==> config.mk <==
export PLATFORM = sky130hd
export DESIGN_NAME = qte_delay
export DESIGN_NICKNAME = d
export VERILOG_FILES = /design/src/rtl/core/quaternion_to_euler_top_assert.svh /design/src/rtl/core/qte_pkg.sv /design/src/rtl/core/qte_delay.sv
export SDC_FILE = /design/constraint.sdc
export NUM_CORES = 1
export LEC_CHECK = 0
export BUFFER_PORTS_ARGS = -buffer_cell sky130_fd_sc_hd__buf_4
export CAP_MARGIN = 0
export CORE_MARGIN = 2
export CORE_UTILIZATION = 45
export DETAILED_ROUTE_END_ITERATION = 12
export SLEW_MARGIN = 40
export SYNTH_ARGS = -nofsm -noshare
export SYNTH_HDL_FRONTEND = slang
export SYNTH_SLANG_ARGS = --single-unit
==> constraint.sdc <==
create_clock -name clk -period 2.7 [get_ports clk]
set_input_delay 0.81 -clock clk [delete_from_list [all_inputs] [get_ports clk]]
set_output_delay 0.81 -clock clk [all_outputs]
set_load 0.05 [all_outputs]
==> src/rtl/core/quaternion_to_euler_top_assert.svh <==
// assertion macros for the quaternion to euler block
`ifndef QUATERNION_TO_EULER_TOP_ASSERT_SVH
`define QUATERNION_TO_EULER_TOP_ASSERT_SVH

// same-cycle implication, checked on every rising edge outside reset
`define QTE_ASSERT_IMP(name, ante, cons, msg) \
  name: assert property (@(posedge clk) disable iff (rst) (ante) |-> (cons)) \
    else $error(msg);

// next-cycle implication
`define QTE_ASSERT_NXT(name, ante, cons, msg) \
  name: assert property (@(posedge clk) disable iff (rst) (ante) |=> (cons)) \
    else $error(msg);

`endif

==> src/rtl/core/qte_pkg.sv <==
// shared types, widths and arctangent table for the quaternion to euler block
package qte_pkg;

  localparam int COMPONENT_WIDTH = 16;
  localparam int ANGLE_WIDTH     = 16;
  localparam int CORDIC_STEPS    = 30;
  // pre-rotation register, one register per step, rounding register
  localparam int CORDIC_LAT      = CORDIC_STEPS + 2;

  localparam int PROD_SHIFT  = (2 * COMPONENT_WIDTH > 32) ? (2 * COMPONENT_WIDTH - 32) : 0;
  localparam int PROD_WIDTH  = 2 * COMPONENT_WIDTH - PROD_SHIFT;
  localparam int OPND_WIDTH  = PROD_WIDTH + 1;
  localparam int ROOT_WIDTH  = PROD_WIDTH - 2;
  localparam int ACC_WIDTH   = 34;

  // atan(2^-i) with pi = 2^31
  localparam logic [31:0] ATAN_TAB [CORDIC_STEPS] = '{
    32'h20000000, 32'h12E4051E, 32'h09FB385B, 32'h051111D4, 32'h028B0D43,
    32'h0145D7E1, 32'h00A2F61E, 32'h00517C55, 32'h0028BE53, 32'h00145F2F,
    32'h000A2F98, 32'h000517CC, 32'h00028BE6, 32'h000145F3, 32'h0000A2FA,
    32'h0000517D, 32'h000028BE, 32'h0000145F, 32'h00000A30, 32'h00000518,
    32'h0000028C, 32'h00000146, 32'h000000A3, 32'h00000051, 32'h00000029,
    32'h00000014, 32'h0000000A, 32'h00000005, 32'h00000003, 32'h00000001
  };

  typedef struct packed {
    logic signed [COMPONENT_WIDTH-1:0] q_w;
    logic signed [COMPONENT_WIDTH-1:0] q_x;
    logic signed [COMPONENT_WIDTH-1:0] q_y;
    logic signed [COMPONENT_WIDTH-1:0] q_z;
  } quat_t;

  typedef struct packed {
    logic signed [ANGLE_WIDTH-1:0] roll_angle;
    logic signed [ANGLE_WIDTH-1:0] pitch_angle;
    logic signed [ANGLE_WIDTH-1:0] yaw_angle;
  } euler_t;

endpackage

==> src/rtl/core/qte_delay.sv <==
// enabled shift line that keeps side data in step with the pipeline
module qte_delay import qte_pkg::*; #(
  parameter int WIDTH = 1,
  parameter int DEPTH = CORDIC_LAT
) (
  input  logic             clk,
  input  logic             rst,
  input  logic             en,
  input  logic [WIDTH-1:0] d,
  output logic [WIDTH-1:0] q
);

  logic [WIDTH-1:0] stg [DEPTH];

  always_ff @(posedge clk) begin
    if (rst) begin
      for (int i = 0; i < DEPTH; i++) stg[i] <= '0;
    end else if (en) begin
      stg[0] <= d;
      for (int i = 1; i < DEPTH; i++) stg[i] <= stg[i-1];
    end
  end

  assign q = stg[DEPTH-1];

endmodule

=== After elaboration in Yosys (flattened, before gate mapping) ===
Memories as Yosys holds them, arrays and structs flattened.
Cells that the tools add are included.

* Register bits: 0
* Bits in latches: 0
* Memory bits (writable): 32
* Bits in read-only memories: 0
* Output and inout port bits: 1
* Logic and storage cells: 70
* Memories kept: 1

* $add $sub $neg: 0
* Multiply operators: 0
* Divide/modulo/power cells: 0
* Magnitude comparators: 0
* Equality and inequality tests: 0
* Shift operators: 0
* Mux-type cells: 37
* Bitwise logic cells: 32
* Reduce and logical (&&, ||, !) cells: 0

{| class="wikitable"
|+ Memories
! name !! depth !! bits a word !! read ports !! clocked after memory_dff !! wr ports !! line !! text
|-
| stg || 32 || 1 || 32 || 0 || 32 || qte_delay.sv:13 || <nowiki>logic [WIDTH-1:0] stg [DEPTH];</nowiki>
|}

{| class="wikitable"
|+ Operators by type and width
! cell !! number
|-
| 1-bit 2-to-1 mux || 37
|-
| 1-bit bitwise OR || 32
|}

=== Longest topological paths before layout ===
* Word-level depth: 4
* Depth in mapped cells: 2
* Gate-level depth less buffers: 1

=== Worst setup path after synthesis ===
OpenSTA, ideal clock, no wires.

* Path type: input-to-reg
* From: in rst
* To: mem stg[0][0] (enable)
* Setup time: 0.390 ns
* Data arrival time: 1.744 ns
* Required time: 2.310 ns
* Setup slack: 0.565 ns
* Stages on the path: 2
* Path buffers: 1
* Cells stage by stage: buf_2 -> or2_1

{| class="wikitable"
|+ RTL lines
! element !! line !! text
|-
| from (decl) || qte_delay.sv:7 || <nowiki>input logic rst,</nowiki>
|-
| to (decl) || qte_delay.sv:13 ||
|}

==> results.toml <==
[run_status]
outcome = "finished clean"

[worst_setup_path]
rrSetupSlack_ns = 1.90
startpoint_type = "primary input"
r2r_start = "stg[1][5]"
crit_slowest_cell = "or2_1"
worst_r2r_path_depth = 1
critPathRequiredTime_ns = 2.73
worstSetupPathType = "primary input to flop"
end_kind = "flop"
crit_top_cell = "buf_4"
r2r_end = "stg[1][6]"
cp.arrival_ns = 1.79
cp_slowest_stage_delay_ns = 0.42
worstPathCellList = "buf_4 > or2_1 > buf_4"
path_max_fanout = 33

[floorplanning]
fp.coreArea_sq_um = 2690
io_pins = 5
initial_core_util_pct = 46.2
die_area_sq_um = 3190
rows = 19
dieHeight_microns = 56.5
die_w_microns = 56.5

[routing]
wl_mm = 1.60
vias_per_cell = 5.06
ant_nets = 0
first_pass_iters = 3
post_drt_wl_per_cell_microns = 14.7
drc_errors = 0
drtIter0Drc = 3
vias = 551

[finish]
n_antenna_cell = 0
final.fill_count = 241
utilization_pct = 49.9
register_area_sq_um = 961
multi_input_area_sq_um = 251
area_growth_pct = 8.06
nNetsFinal = 82
drive_above_1_share_pct = 14.1
regMostFlops = "stg"
reg_top3 = "stg: 32 flops"
largest_register_ffs = 32

[global_route]
grt-busiest-layer = "met1"
track_usage_pct = 12.6
grt_pass1_vias = 536
grt.met2_usage_pct = 14.0
grt_remaining_overflow = 0
grt_max_degree = 34
use_met3_pct = 6.45
grt_pass1_wl_mm = 2.80
antenna_found_initial = 0
met1_usage_pct = 19.0

[cts]
cts-root-buf = "clkbuf_4"
cts_resized = 0
clock_latency_ns = 0.32
cts.sinks = 32
ctsHoldBuffers = 0
clk_path_buf_depth = 2
post_cts_buffers = 0
clk_pin_slew_ns = 0.09
ctsHtreeMaxLevel = 2
cts_inserted_buffers = 5
cts_tree = "done"

[synth]
synth_common_cells = "32 x edfxtp_1, 18 x and3b_1, 14 x nor2b_1, 2 x buf_2"
synth_flop_cell = "edfxtp_1"
synth_area_leaders = "edfxtp_1 77%, and3b_1 13%, nor2b_1 7.1%"
ys_seq_area_share_pct = 77.4
yosys_warnings = 0
synth_nets = 73
synth.most_common_cell = "edfxtp_1"
yosysTopAreaCell = "edfxtp_1"
post_synth.cell_area_avg_sq_um = 18.0
async_reset_ff_share_pct = 0
synth_edf_count = 32
yosys_register_bits = 32
synthCells = 69
netlist_area_sq_um = 1240
yosysUniqueCellTypes = 7
synth.top_cell.area_share_pct = 77.4

[placement]
dp_hpwl_microns = 907
port-buffer-count = 4
gp_congestion = 0.670

[timing]
tns_ns = 0
relSlewSlack_pct = 70.8
period_needed_ns = 1.75
setup_viol_count_final = 0
rsz0062_at_grt = "false"
final.period_utilization_pct = 65.0
drv_slew = 0
tightestPinTransition_ns = 0.438
timing.fmax_mhz = 570
holdWs_ns = 0.544
final-hold-violation-count = 0
clock_skew_ns = 0.00641

[pwr]
p_int_uw = 692
pwr-share-clk_pct = 27.2
pwr-share-comb_pct = 5.3
p_sw_uw = 181
p_per_area_nw_per_um2 = 651
switching_share_pct = 20.8
p_leak_uw = 0.000572
p_total_uw = 874
vdd_ir_drop_max_mv = 0.438
pwr-share-seq_pct = 67.5

[job]
cap_violations = 0

[min_path]
holdPathEnd = "stg[2][3]"
min_path_type = "flop to flop"
hold_path_depth = 1
holdCritStartpoint = "stg[2][2]"
==> cells by family (layout without fill, tap and decap cells) <==
logic type	after synthesis	count (layout)	synth area share [%]
buffers and inverters	4	13	2.32
flip-flops	32	32	77.4
AND/OR/NAND/NOR	33	33	20.3
==> power groups by stage <==
stage	Sequential (uW)	Combinational [uW]	Clock [uW]
CTS	590	47.5	248
finish	590	46.3	237
global route	595	51.5	263
floorplan	602	30.1	0
global placement	601	45.1	0
detailed placement	601	47.2	0
==> cell usage in the layout, fill, tap and decap left out, drive strengths merged <==
master	instances
clkbuf	5
and3b	18
clkinv	2
edfxtp	32
buf	6
nor2b	14
or2	1
==> stage by stage <==
stage	setup WS (ns)	cell area, sq um	instances
after floorplan	0.565	1240	69
after global placement	0.633	1300	102
after detailed placement	0.581	1300	102
after CTS	0.936	1340	109
after global routing	0.834	1340	109
final	0.945	1340	109
==> worst max path at each step <==
stage / from / endpoint / slack [ns]
after floorplan: rst / stg[0][0] / 0.57
after global placement: rst / stg[3][0] / 0.63
after detailed placement: rst / stg[3][1] / 0.58
after CTS: rst / stg[3][1] / 0.94
after global routing: rst / stg[2][6] / 0.83
final: rst / stg[3][0] / 0.95
==> layout make-up <==
class | count | area share [%]
Sequential cell | 32 | 71.6
Multi-Input combinational cell | 33 | 18.7
Timing Repair Buffer | 6 | 3.36
Tap cell | 31 | 2.89
Clock buffer | 5 | 2.80
Clock inverter | 2 | 0.560
==> layer usage <==
layer  vias to the layer above  part of all wire (%)
li1                        271                     -
met5                         -                     0
met1                       265                    53
met2                         8                    39
met3                         7                   5.1
met4                         0                   2.9
==> critical path: cells and delay by family <==
family        cells  cell delay [ns]
buf+inv           2             0.54
simple gates      1             0.42
Power figures use the tool's default switching activity.
