## config.mk

```make
export PLATFORM = sky130hd
export DESIGN_NAME = qte_isqrt
export DESIGN_NICKNAME = d
export VERILOG_FILES = /design/src/rtl/core/quaternion_to_euler_top_assert.svh /design/src/rtl/core/qte_pkg.sv /design/src/rtl/core/qte_isqrt.sv
export SDC_FILE = /design/constraint.sdc
export NUM_CORES = 2
export LEC_CHECK = 0
export BUFFER_PORTS_ARGS = -buffer_cell sky130_fd_sc_hd__buf_2
export CAP_MARGIN = 40
export CORE_ASPECT_RATIO = 1.2
export CORE_MARGIN = 2
export CORE_UTILIZATION = 50
export CTS_BUF_LIST = sky130_fd_sc_hd__clkbuf_4 sky130_fd_sc_hd__clkbuf_8 sky130_fd_sc_hd__clkbuf_16
export CTS_CLUSTER_SIZE = 24
export DETAILED_ROUTE_END_ITERATION = 8
export GPL_TIMING_DRIVEN = 0
export PLACE_DENSITY = 0.73
export SYNTH_ARGS = -nofsm -noshare
export SYNTH_HDL_FRONTEND = slang
export SYNTH_SLANG_ARGS = --single-unit
```

## constraint.sdc

```tcl
create_clock -name clk -period 4.4 [get_ports clk]
set_input_delay 0 -clock clk [delete_from_list [all_inputs] [get_ports clk]]
set_output_delay 0 -clock clk [all_outputs]
set_load 0.02 [all_outputs]
```

## src/rtl/core/quaternion_to_euler_top_assert.svh

```systemverilog
// assertion macros for the quaternion to euler block
`ifndef QUATERNION_TO_EULER_TOP_ASSERT_SVH
`define QUATERNION_TO_EULER_TOP_ASSERT_SVH

// same-cycle implication, checked on every rising edge outside reset
`define QTE_ASSERT_IMP(name, ante, cons, msg) \
  name: assert property (@(posedge clk) disable iff (rst) (ante) |-> (cons)) \
    else $error(msg);

// next-cycle implication
`define QTE_ASSERT_NXT(name, ante, cons, msg) \
  name: assert property (@(posedge clk) disable iff (rst) (ante) |=> (cons)) \
    else $error(msg);

`endif

```

## src/rtl/core/qte_pkg.sv

```systemverilog
// shared types, widths and arctangent table for the quaternion to euler block
package qte_pkg;

  localparam int COMPONENT_WIDTH = 16;
  localparam int ANGLE_WIDTH     = 16;
  localparam int CORDIC_STEPS    = 30;
  // pre-rotation register, one register per step, rounding register
  localparam int CORDIC_LAT      = CORDIC_STEPS + 2;

  localparam int PROD_SHIFT  = (2 * COMPONENT_WIDTH > 32) ? (2 * COMPONENT_WIDTH - 32) : 0;
  localparam int PROD_WIDTH  = 2 * COMPONENT_WIDTH - PROD_SHIFT;
  localparam int OPND_WIDTH  = PROD_WIDTH + 1;
  localparam int ROOT_WIDTH  = PROD_WIDTH - 2;
  localparam int ACC_WIDTH   = 34;

  // atan(2^-i) with pi = 2^31
  localparam logic [31:0] ATAN_TAB [CORDIC_STEPS] = '{
    32'h20000000, 32'h12E4051E, 32'h09FB385B, 32'h051111D4, 32'h028B0D43,
    32'h0145D7E1, 32'h00A2F61E, 32'h00517C55, 32'h0028BE53, 32'h00145F2F,
    32'h000A2F98, 32'h000517CC, 32'h00028BE6, 32'h000145F3, 32'h0000A2FA,
    32'h0000517D, 32'h000028BE, 32'h0000145F, 32'h00000A30, 32'h00000518,
    32'h0000028C, 32'h00000146, 32'h000000A3, 32'h00000051, 32'h00000029,
    32'h00000014, 32'h0000000A, 32'h00000005, 32'h00000003, 32'h00000001
  };

  typedef struct packed {
    logic signed [COMPONENT_WIDTH-1:0] q_w;
    logic signed [COMPONENT_WIDTH-1:0] q_x;
    logic signed [COMPONENT_WIDTH-1:0] q_y;
    logic signed [COMPONENT_WIDTH-1:0] q_z;
  } quat_t;

  typedef struct packed {
    logic signed [ANGLE_WIDTH-1:0] roll_angle;
    logic signed [ANGLE_WIDTH-1:0] pitch_angle;
    logic signed [ANGLE_WIDTH-1:0] yaw_angle;
  } euler_t;

endpackage

```

## src/rtl/core/qte_isqrt.sv

```systemverilog
// pipelined integer square root, one root bit per stage, rounding down
module qte_isqrt import qte_pkg::*; #(
  parameter int ROOT_W = ROOT_WIDTH
) (
  input  logic                  clk,
  input  logic                  en,
  input  logic [2*ROOT_W-1:0]   rad,
  output logic [ROOT_W-1:0]     root
);

  localparam int RW = ROOT_W + 2;

  logic [RW-1:0]       rem [ROOT_W-1];
  logic [2*ROOT_W-1:0] rd  [ROOT_W-1];
  logic [ROOT_W-1:0]   q   [ROOT_W];

  for (genvar k = 0; k < ROOT_W; k++) begin : g_stage
    logic [RW-1:0]       rem_prev;
    logic [ROOT_W-1:0]   q_prev;
    logic [2*ROOT_W-1:0] rd_prev;
    logic [RW-1:0]       shifted;
    logic [RW-1:0]       trial;
    logic [RW-1:0]       diff;
    logic                ge;

    if (k == 0) begin : g_first
      assign rem_prev = '0;
      assign q_prev   = '0;
      assign rd_prev  = rad;
    end else begin : g_rest
      assign rem_prev = rem[k-1];
      assign q_prev   = q[k-1];
      assign rd_prev  = rd[k-1];
    end

    // remainder stays below 2^ROOT_W until the last stage, so the top bits drop safely
    assign shifted = {rem_prev[RW-3:0], rd_prev[2*ROOT_W-1 -: 2]};
    assign trial   = {q_prev, 2'b01};
    assign ge      = (shifted >= trial);
    assign diff    = shifted - trial;

    always_ff @(posedge clk) begin
      if (en) begin
        q[k] <= {q_prev[ROOT_W-2:0], ge};
      end
    end

    if (k < ROOT_W - 1) begin : g_carry
      always_ff @(posedge clk) begin
        if (en) begin
          rem[k] <= ge ? diff : shifted;
          rd[k]  <= rd_prev << 2;
        end
      end
    end
  end

  assign root = q[ROOT_W-1];

endmodule

```

# After elaboration in Yosys (flattened, before gate mapping)
# Memories as Yosys holds them, arrays and structs flattened.
# Index checks and enable logic that the tools add are counted.
# word_totals
ff_bits,0
inputBits,62
mem_count,3
latchBits,0
rom_bits,0
elab_cells,93
ram_bits,3510
# classes
n_mux,31
n_eq_ne,0
add_sub_neg,29
div,0
n_shift,0
reduce_logical,0
mul,0
n_bitwise,0
magnitude_cmp,30
# memory_table
name,words,word_bits,read_ports,rd_clocked_by_memory_dff,wr,line,rtl
rd,29,58,29,0,29,qte_isqrt.sv:14,logic [2*ROOT_W-1:0] rd [ROOT_W-1];
rem,29,32,29,0,29,qte_isqrt.sv:13,logic [RW-1:0] rem [ROOT_W-1];
q,30,30,30,0,30,qte_isqrt.sv:15,logic [ROOT_W-1:0] q [ROOT_W];
# op_table
cell,n
32-bit greater-or-equal comparator,29
32-bit two-way mux,29
32-bit subtractor,28
2-bit by 1-bit subtractor with 3-bit output (second input constant),1
2-bit by 1-bit greater-or-equal comparator with 1-bit output (second input constant),1
1-bit two-way mux,2

# Logic depth before layout (Yosys ltp)
# An unclocked memory read counts as a cell.
# depth
depth_word,3
mapped_depth,14
ltp_nobuf,12

# Least setup slack after synthesis
# No wires, ideal clock.
# synth_path
path_kind,register -> register
startpoint,memory rem[4][17] in the netlist's numbering
endpoint,memory rem[4][49] in the netlist's numbering (data pin)
path_buffers,1
setup_time_ns,0.261
path_stages_with_launch,12
arrival_ns,3.707
slack_ns,0.432
t_required_ns,4.139
path_cell_list,edfxtp_1 or4_1 or3_4 or4_4 or4_4 or3_4 a2111oi_4 inv_2 and3_1 buf_6 nor2b_1 xor2_1
# synth_rtl
element,line
"start, declared",qte_isqrt.sv:13

==> key figures <==
Detailed routing
  • Vias: 60500
  • Post-Route WL: 204 mm
  • Initial DRT Pass Iterations: 6
  • # DRC: 0
  • DR iter-0 viols: 4612
  • Number of antenna-violating nets in the routed design: 0
  • WL/cell: 18.6 um
  • Vias per std cell: 5.50

Synth
  • Synth Area per Inst: 13.0 um2
  • Seq/Total Area, Yosys: 0.646
  • Synth Instances: 7734
  • Dominant cell type by area after synthesis: edfxtp_1
  • Syn nets: 8293
  • Main synth FF type: edfxtp_1
  • Synth async-reset ratio: 0
  • YS warnings: 0
  • Top cells by area, synth: edfxtp_1, ha_1, xnor2_1
  • Synth unique cells: 81
  • Number of flops mapped to enable cells by yosys: 2163
  • Synth Cell Area: 101000 um2
  • Yosys reg bits: 2163
  • Yosys top cell area share: 0.646

CTS
  • CTS Sinks: 2163
  • TritonCTS clock tree: built
  • CTS Buf Count: 208
  • Worst-path clk slew: 70 ps
  • CTS Root Cell: clkbuf_16
  • CTS max path bufs: 3
  • H-tree levels: 4
  • Clk Latency, worst-skew pair: 870 ps

Pwr
  • Comb pwr share: 0.207
  • Switch Pwr: 16.5 mW
  • Switching Share: 0.280
  • Int Pwr: 42.4 mW
  • PwrDens: 519 nW/um2
  • Sequential power share: 0.471
  • Static leakage: 43.5 nW
  • Clk network pwr share: 0.321
  • Peak supply drop: 483 uV

Layout
  • Area Overhead vs Synth: 12.8%
  • Fillers: 16000
  • Multi-input gate area: 32700 um2
  • Most frequent cells in the layout: edfxtp_1, inv_1, a21oi_1, nor2_1, ha_1
  • Storage element area: 65000 um2
  • Post-Route Utilization: 0.567
  • Ratio of cells with drive above 1 in the final layout: 0.0742
  • Most common cell after layout, fill and taps aside: edfxtp_1
  • Nets: 8745
  • Design area: 113000 um2
  • Final Non-Filler Cells: 11000

Setup path
  • Req. time, crit path: 4950 ps
  • Crit Path Max Fanout: 10
  • Type of origin of the critical path: register
  • Worst path arrival time: 4730 ps
  • CP endpoint kind: register
  • Kind of critical path: reg2reg

Floorplan
  • Die area: 205000 um2
  • Num ports: 92
  • Die W: 413 um
  • FP Rows: 180
  • Core area: 200000 um2
  • Initial Utilization: 0.502
  • Die height: 495 um

Placement
  • Final GP Congestion: 0.923
  • Port Buffer Count: 91
  • Placed cell areas: 105000 um2
  • Post-DP HPWL: 147 mm
  • Cells after DPL: 10500

Timing
  • Clock skew: 74.2 ps
  • Unrepaired setup endpoints after global routing: false
  • Relative slew margins: 0.289
  • WHS: 370 ps
  • Final hold vios: 0
  • Final Max Tran Viols: 0
  • Total negative slack: 0 ps
  • Period utilization: 0.951
  • Setup Viol. Count Final: 0
  • Fin crit period: 4180 ps
  • Fmax: 239 MHz
  • Worst Tran Pin Value: 1070 ps

Global routing
  • Number of global-route vias before repair: 60400
  • Initial antenna violation count: 2
  • Grt ovf: 0
  • Largest net degree at the start of global routing: 197
  • GRT Util Overall: 0.198
  • Global-route wire length before repair: 322 mm

Run status
  • Status: finished clean

Job
  • MaxCap Viol Count: 0

Min path
  • Worst min-delay path class: in2reg
## final cells by class
class	instances	share of cell area
plain buffers	137	0.00473
flip-flops and latches	2163	0.572
inverters	635	0.0210
diodes	1	0.0000221
multi-input cells	4799	0.289
clock buffers	240	0.0480
repair buffers	242	0.0190
clock inverters	148	0.0172
well taps	2639	0.0291
## power by group through the flow
stage / registers [mW] / clock network [mW] / logic [mW]
6_report: 27.8 / 18.9 / 12.2
3_5_place_dp: 28.2 / 0 / 12.0
4_1_cts: 27.8 / 19.4 / 12.2
2_1_floorplan: 27.4 / 0 / 8.99
5_1_grt: 28.0 / 20.1 / 13.7
3_3_place_gp: 29.5 / 0 / 11.8
## sequential cells by signal, indices dropped and copies added, names as in the netlist
| signal | flops |
|---|---|
| rd | 870 |
| rem | 828 |
| q | 465 |
## synthesized netlist by cell type, drive strengths merged, types with 12 or more instances
library cell  instances
a2111oi              16
a211o                13
a211oi               42
a21boi               25
a21o                204
a21oi               530
a31o                 15
a31oi                36
and2                 27
and3                 53
and4                 20
buf                  12
clkbuf              125
edfxtp             2163
ha                  497
inv                 632
mux2                 75
nand2               449
nand2b               84
nand3               138
nand3b               25
nand4                84
nand4b               18
nor2                497
nor2b                83
nor3                169
nor3b                13
nor4                 82
o211ai               33
o21a                112
o21ai               368
o21bai               39
o311ai               16
o31a                 13
o31ai                49
or2                  35
or3                  94
or4                  44
xnor2               391
xor2                292
## routing by layer
layer	up-vias	GRT usage	wire length (um)
li1	29600	-	-
met1	29200	0.245	84200
met2	1336	0.354	105000
met3	379	0.0274	8170
met4	0	0.0703	6790
met5	-	0	0
## through the flow
stage,worst slack [ps],power (mW)
floorplan,432,36.4
global placement,-29380,41.2
detailed placement,-234,40.2
CTS,6.32,59.3
global route,10.3,61.8
finish,215,58.9
## cells by family after synthesis
| logic type | share of synthesized area |
|---|---|
| and+or+nand+nor | 0.0956 |
| adders and majority gates | 0.0618 |
| buffers and inverters | 0.0289 |
| xor gates and xnor gates | 0.0595 |
| AOI/OAI and AO/OA | 0.0990 |
| other | 0.0000373 |
| muxes | 0.00919 |
| DFF | 0.646 |
## repair_timing
item,in CTS,in global routing
buffers inserted,1,0
setup endpoints to repair,30,65
resized for setup,4,17
endpoints found under the hold margin,259,0
hold buffers,123,0
pin swaps,1,0
## final timing paths
| path | start | endpoint | slack (ps) | cells past startpoint |
|---|---|---|---|---|
| max | rem[10][4]$_DFFE_PP_ | rem[10][51]$_DFFE_PP_ | 220 | 11 |
| min | rad[31] | rd[0][31]$_DFFE_PP_ | 370 | 3 |
| max reg2reg | rem[10][4]$_DFFE_PP_ | rem[10][51]$_DFFE_PP_ | 220 | 11 |
| min reg2reg | rd[12][45]$_DFFE_PP_ | rd[13][47]$_DFFE_PP_ | 390 | 0 |
## worst max-delay path, stage by stage, from the launching register on
cell,delay (ps)
edfxtp_1,400
ha_1,410
nand4_1,320
nor3_1,290
o31ai_1,170
a21boi_0,510
a21boi_0,240
o21a_1,260
o211ai_1,200
clkbuf_2,350
buf_1,530
a21oi_1,210
(Power assumes the default switching activity.)
